`src/hdl/fsd_pkg.sv`:
```
// Shared types, constants and helper functions for the Floyd-Steinberg dither unit.
package fsd_pkg;

	localparam int MAX_CHANNELS = 4;
	localparam int CHAN_W = 2;
	localparam int ACC_W = 20;
	localparam int ACC_MAX = 2 ** (ACC_W - 1) - 1;
	localparam int ACC_MIN = -(2 ** (ACC_W - 1));
	localparam int FW_W = 11;
	localparam int FH_W = 16;
	localparam int CC_W = 3;
	localparam int LB_W = 4;
	localparam int CFG_AW = 4;
	localparam int RECIP_W = 23;
	localparam int RECIP_SHIFT = 22;

	typedef enum logic [1:0] {
		REG_WIDTH,
		REG_HEIGHT,
		REG_CHANNELS,
		REG_LEVELS
	} fsd_reg_t;

	typedef enum logic [2:0] {
		ST_IDLE,
		ST_READ,
		ST_ROUND,
		ST_SCALE,
		ST_DIVIDE,
		ST_DIFFUSE,
		ST_FLUSH,
		ST_FINISH
	} fsd_state_t;

	typedef struct packed {
		logic [7:0] sample_0;
		logic [7:0] sample_1;
		logic [7:0] sample_2;
		logic [7:0] sample_3;
	} fsd_in_t;

	typedef struct packed {
		logic [7:0] dithered_0;
		logic [7:0] dithered_1;
		logic [7:0] dithered_2;
		logic [7:0] dithered_3;
		logic       row_end;
		logic       frame_end;
	} fsd_out_t;

	typedef struct packed {
		logic              load;
		logic              read;
		logic              round;
		logic              scale;
		logic              divide;
		logic              diffuse;
		logic              flush;
		logic              emit;
		logic [CHAN_W-1:0] chan;
		logic              last_col;
		logic              last_row;
		logic              row_nz;
		logic              col_nz;
	} fsd_cmd_t;

	// Highest level code for a given bit count; zero bits gives zero.
	function automatic logic [6:0] level_top(input logic [2:0] bits);
		logic [7:0] t;
		t = (8'd1 << bits) - 8'd1;
		return t[6:0];
	endfunction

	// Rounded-up reciprocal of the highest level code, exact for dividends below 2^15.
	function automatic logic [RECIP_W-1:0] level_recip(input logic [2:0] bits);
		logic [RECIP_W-1:0] r;
		unique case (bits)
			3'd0: r = 23'd0;
			3'd1: r = 23'd4194304;
			3'd2: r = 23'd1398102;
			3'd3: r = 23'd599187;
			3'd4: r = 23'd279621;
			3'd5: r = 23'd135301;
			3'd6: r = 23'd66577;
			3'd7: r = 23'd33027;
		endcase
		return r;
	endfunction

endpackage

```
`src/hdl/fsd_ctrl.sv`:
```
// Sequencer for the dither unit: position tracking, channel stepping and result handoff.
module fsd_ctrl
	import fsd_pkg::*;
#(
	parameter int MAX_WIDTH = 1024
) (
	input  logic                         clk,
	input  logic                         arst_n,
	input  logic                         pixel_valid,
	output logic                         pixel_stall,
	output logic                         result_valid,
	input  logic                         result_stall,
	input  logic [FW_W-1:0]              frame_width,
	input  logic [FH_W-1:0]              frame_height,
	input  logic [CC_W-1:0]              channel_count,
	output fsd_cmd_t                     cmd,
	output logic [$clog2(MAX_WIDTH)-1:0] col
);

	localparam int XW = $clog2(MAX_WIDTH);
	localparam int WW = (XW + 1 > FW_W) ? XW + 1 : FW_W;

	fsd_state_t        state_q, state_d;
	logic [CHAN_W-1:0] chan_q;
	logic [XW-1:0]     col_q, x_q, x_now, wm1;
	logic [FH_W-1:0]   row_q, hm1;
	logic              last_col_q, last_row_q, row_nz_q, out_valid_q;
	logic [WW-1:0]     fw_ext, w_eff;
	logic [CHAN_W-1:0] nch_m1;
	logic              advance;

	always_comb begin
		fw_ext = WW'(frame_width);
		if (fw_ext == '0) begin
			w_eff = WW'(1);
		end else if (fw_ext > WW'(MAX_WIDTH)) begin
			w_eff = WW'(MAX_WIDTH);
		end else begin
			w_eff = fw_ext;
		end
		wm1 = XW'(w_eff - WW'(1));
		x_now = (col_q > wm1) ? wm1 : col_q;
		hm1 = (frame_height == '0) ? '0 : frame_height - FH_W'(1);
		if (channel_count == '0) begin
			nch_m1 = '0;
		end else if (channel_count > CC_W'(MAX_CHANNELS)) begin
			nch_m1 = CHAN_W'(MAX_CHANNELS - 1);
		end else begin
			nch_m1 = CHAN_W'(channel_count - CC_W'(1));
		end
	end

	always_comb begin
		state_d = state_q;
		pixel_stall = 1'b1;
		advance = 1'b0;
		cmd = '0;
		cmd.chan = chan_q;
		cmd.last_col = last_col_q;
		cmd.last_row = last_row_q;
		cmd.row_nz = row_nz_q;
		cmd.col_nz = (x_q != '0);
		unique case (state_q)
			ST_IDLE: begin
				pixel_stall = 1'b0;
				if (pixel_valid) begin
					cmd.load = 1'b1;
					state_d = ST_READ;
				end
			end
			ST_READ: begin
				cmd.read = 1'b1;
				state_d = ST_ROUND;
			end
			ST_ROUND: begin
				cmd.round = 1'b1;
				state_d = ST_SCALE;
			end
			ST_SCALE: begin
				cmd.scale = 1'b1;
				state_d = ST_DIVIDE;
			end
			ST_DIVIDE: begin
				cmd.divide = 1'b1;
				state_d = ST_DIFFUSE;
			end
			ST_DIFFUSE: begin
				cmd.diffuse = 1'b1;
				if (last_col_q && !last_row_q) begin
					state_d = ST_FLUSH;
				end else if (chan_q == nch_m1) begin
					state_d = ST_FINISH;
				end else begin
					advance = 1'b1;
					state_d = ST_READ;
				end
			end
			ST_FLUSH: begin
				cmd.flush = 1'b1;
				if (chan_q == nch_m1) begin
					state_d = ST_FINISH;
				end else begin
					advance = 1'b1;
					state_d = ST_READ;
				end
			end
			ST_FINISH: begin
				if (!out_valid_q || !result_stall) begin
					cmd.emit = 1'b1;
					state_d = ST_IDLE;
				end
			end
		endcase
	end

	always_ff @(posedge clk or negedge arst_n) begin
		if (!arst_n) begin
			state_q <= ST_IDLE;
			chan_q <= '0;
			col_q <= '0;
			row_q <= '0;
			x_q <= '0;
			last_col_q <= 1'b0;
			last_row_q <= 1'b0;
			row_nz_q <= 1'b0;
			out_valid_q <= 1'b0;
		end else begin
			state_q <= state_d;
			if (cmd.load) begin
				chan_q <= '0;
				x_q <= x_now;
				last_col_q <= (x_now == wm1);
				last_row_q <= (row_q >= hm1);
				row_nz_q <= (row_q != '0);
			end else if (advance) begin
				chan_q <= chan_q + CHAN_W'(1);
			end
			if (cmd.emit) begin
				if (last_col_q) begin
					col_q <= '0;
					row_q <= last_row_q ? '0 : row_q + FH_W'(1);
				end else begin
					col_q <= x_q + XW'(1);
				end
			end
			if (cmd.emit) begin
				out_valid_q <= 1'b1;
			end else if (!result_stall) begin
				out_valid_q <= 1'b0;
			end
		end
	end

	assign result_valid = out_valid_q;
	assign col = x_q;

endmodule

```
`config.mk`:
```
export PLATFORM = sky130hd
export DESIGN_NAME = fsd_ctrl
export DESIGN_NICKNAME = d
export VERILOG_FILES = /design/src/hdl/fsd_pkg.sv /design/src/hdl/fsd_ctrl.sv
export SDC_FILE = /design/constraint.sdc
export NUM_CORES = 1
export LEC_CHECK = 0
export ABC_AREA = 1
export CELL_PAD_IN_SITES_DETAIL_PLACEMENT = 0
export CELL_PAD_IN_SITES_GLOBAL_PLACEMENT = 1
export CORE_ASPECT_RATIO = 1.25
export CORE_MARGIN = 2
export CORE_UTILIZATION = 47
export CTS_BUF_LIST = sky130_fd_sc_hd__clkbuf_4
export DETAILED_ROUTE_END_ITERATION = 6
export DONT_BUFFER_PORTS = 1
export PLACE_DENSITY_LB_ADDON = 0.1
export SLEW_MARGIN = 20
export SYNTH_ARGS = -nofsm -noshare
export SYNTH_HDL_FRONTEND = slang
export SYNTH_SLANG_ARGS = --single-unit
```
`constraint.sdc`:
```
create_clock -name clk -period 2.3 [get_ports clk]
set_input_delay 0.23 -clock clk [delete_from_list [all_inputs] [get_ports clk]]
set_output_delay 0.23 -clock clk [all_outputs]
set_load 0.01 [all_outputs]
```
==> run_results.csv <==
group,metric,value,unit
placement,dp_cells,718,
setup_path,end_kind,"flop",
setup_path,crit_slowest_cell,"ha_4",
route,routed_wl,11.1,mm
cts,numCtsBuffers,5,
logic_synthesis,syn_avg_cell_area,6.83,um^2
floorplan,fp.coreArea,0.00819,mm^2
grt,overflow,0,
floorplan,die_w,85.8,um
setup_path,critPathLaunchType,"input pin",
sta,skew,0.0132,ns
grt,grt_pass1_wl,17.7,mm
cts,insertion_delay,0.38,ns
logic_synthesis,synth_cell_type_count,39,
power_and_ir_drop,peakVddDrop,0.000356,V
setup_path,startpoint,"frame_width[1]",
setup_path,r2r-end,"col[7]",
route,drc,3,
setup_path,cpPeakStageDelay,0.26,ns
logic_synthesis,synth-seq-cells,45,
min_path,min_path_type,"input pin to flop",
run_status,violations,"design-rule violations, negative setup slack",
cells_and_area,fin_cells,753,
sta,layout_setup_ws,-0.228,ns
cts,clkTransAtPathRegs,0.15,ns
cells_and_area,num_antenna_cells,0,
route,viasPerCell,5.47,
setup_path,path_class,"input pin to flop",
cells_and_area,final_cell_mix,"nand2_1, inv_1, buf_4, nor2_1, dfrtp_1",
cells_and_area,final_nets,722,
min_path,whs_endpoint,"state_q[0]",
sta,setup_violations,11,
setup_path,critPathArrivalTime,2.79,ns
min_path,hold_start,"pixel_valid",
setup_path,rrSetupSlack,0.14,ns
cells_and_area,drive_gt1_share,27.9,%
logic_synthesis,synth_area,0.00393,mm^2
cells_and_area,syn_to_final_growth,30.6,%
route,vias,4117,
sta,fin_setup_tns,-1.26,ns
power_and_ir_drop,p_leak,2.58,nW
sta,fmax,0.396,GHz
sta,relSlewSlack,60.2,%
cts,cts_sinks,45,
logic_synthesis,yosysSeqAreaShare,28.6,%
min_path,hold_depth,2,
cells_and_area,layout_commonest_cell,"nand2_1",
cells_and_area,nFillCells,763,
logic_synthesis,synthFlopType,"dfrtp_1",
logic_synthesis,synth_nets,643,
cts,clock_path_buffers,2,
power_and_ir_drop,powerDensity,775,mW/mm^2
placement,port_buffers,0,
setup_path,critical_path.cell_chain,"nor2_4 -> nand3_2 -> o21bai_4 -> nand2_2 -> ha_4 -> inv_4 -> a21oi_4 -> nand3_2 -> nand2_2 -> nand2_2 -> inv_2 -> ha_4 -> nand2_4 -> buf_4 -> nor3_4 -> nand2_4 -> nand2_4 -> inv_6 -> buf_4 -> buf_6 -> o211ai_1 -> o21ai_1",
placement,hpwl,8.30,mm
logic_synthesis,synth_edf_count,0,
run_status,outcome,"finished with violations",
cts,cts_tree,"built",
placement,place_ws,-0.683,ns
cells_and_area,final_area,0.00513,mm^2
grt,grt_usage,24.1,%
setup_path,required,2.56,ns
logic_synthesis,synth_cells,576,
floorplan,die_h,106,um
floorplan,dieArea,0.00912,mm^2
route,postRouteAntennaNets,0,
sta,slew_violations,0,
grt,grt_pass1_vias,3966,
setup_path,worstPathBufferInverterCount,6,
logic_synthesis,synth_warnings,0,
setup_path,crit_path_max_fanout,6,
sta,final_hold_viol_count,0,
floorplan,ios,60,
power_and_ir_drop,total_power,0.00398,W
grt,antenna_found_initial,0,
sta,min_period,2.53,ns
logic_synthesis,async_flop_share,100,%
route,firstDrtPassIters,6,
route,first_iter_violations,218,
sta,timing.final.crit_share,110,%
cts,clockRootBuffer,"clkbuf_4",
setup_path,worstReg2RegStart,"col_q[7]",
route,drt-wirelength-per-cell,14.8,um
floorplan,fp-row-count,37,
run,maxCapViolCount,0,
setup_path,r2r_cells,10,
setup_path,cp_num_cells,22,
floorplan,start_util,48.0,%
grt,grt_max_degree,46,
sta,rsz0062_at_grt,"true",
placement,placed_cell_area,0.00449,mm^2
sta,worst_slew_pin_slew,0.591,ns
setup_path,critical-path-top-delay-family,"simple AND/OR/NAND/NOR gates",
placement,gp_congestion,0.893,
cts,cts_max_level,2,
[registers in the layout (all words and copies together) (netlist names)]
| name | count |
|---|---|
| chan_q | 2 |
| col | 10 |
| col_q | 10 |
| last_col_q | 1 |
| last_row_q | 1 |
| result_valid | 1 |
| row_nz_q | 1 |
| row_q | 16 |
| state_q | 3 |
[where the power goes]
part,switching (W),total (W),internal [W]
clock,0.000290,0.000412,0.000122
sequential,0.000332,0.00134,0.00101
combinational,0.00126,0.00223,0.000965
[layer usage]
metal	global-route usage [%]	part of all wire, %	wire length [um]
met4	7.71	2.6	289
met5	0	0	0
met2	46.1	54	6050
met3	3.26	3.5	384
met1	27.1	40	4390
[cell usage after synthesis, types with 3 or more instances]
cell,count,area [um^2]
xor2_1,9,78.8
a21oi_1,34,170
nor2_1,64,240
or2_2,6,37.5
dfrtp_1,45,1130
nand3b_1,4,30.0
o211ai_1,6,45.0
o22ai_1,8,50.1
nand3_1,48,240
ha_1,33,413
o21ai_0,32,160
nand3_2,4,40.0
nand2_1,122,458
nand4_1,10,62.6
o21a_1,3,22.5
inv_1,84,315
buf_4,4,30.0
o21ai_1,11,55.1
inv_2,5,18.8
clkbuf_1,5,18.8
nor3_1,12,60.1
nor4_1,6,37.5
[kinds of logic (layout without fill, tap and decap cells)]
family | after synthesis | in the layout | synth area share (%)
xor gates and xnor gates | 11 | 11 | 2.45
and+or+nand+nor | 285 | 286 | 33.3
DFF | 45 | 45 | 28.6
adders and majority gates | 33 | 33 | 10.5
buffers and inverters | 98 | 177 | 9.74
AOI/OAI and AO/OA | 104 | 104 | 15.4
[stage by stage]
stage	hold WS [ns]	utilization (%)
after global routing	0.0522	62.7
after floorplan	-0.0656	-
after CTS	0.0109	59.1
after detailed placement	-0.0645	54.8
final	0.0243	62.7
after global placement	-0.0642	54.8
[cell type report]
cell class | count | area (um^2) | share of cell area (%)
clock inverter | 3 | 21.3 | 0.414
multi-input combinational | 434 | 2840 | 55.2
clock buffer | 5 | 37.5 | 0.731
inverter | 89 | 342 | 6.65
sequential | 45 | 1130 | 21.9
tap | 97 | 121 | 2.36
timing repair buffer | 80 | 652 | 12.7
[worst max path at each step]
stage,slack (ns),to
5_1_grt,-0.36,last_col_q
2_1_floorplan,-0.47,last_col_q
6_report,-0.23,col[7]
4_1_cts,-0.11,last_col_q
3_5_place_dp,-0.68,last_col_q
3_3_place_gp,-0.65,last_col_q
[timing repair]
item                                    CTS  global route
endpoints found under the hold margin    46             0
resized for setup                        40            51
cloned                                    2             0
setup buffers                            15             8
endpoints found under the setup margin   12            12
pin swaps                                27            37
hold buffers                              3             0
No activity file was read; power rests on OpenSTA's default activity.
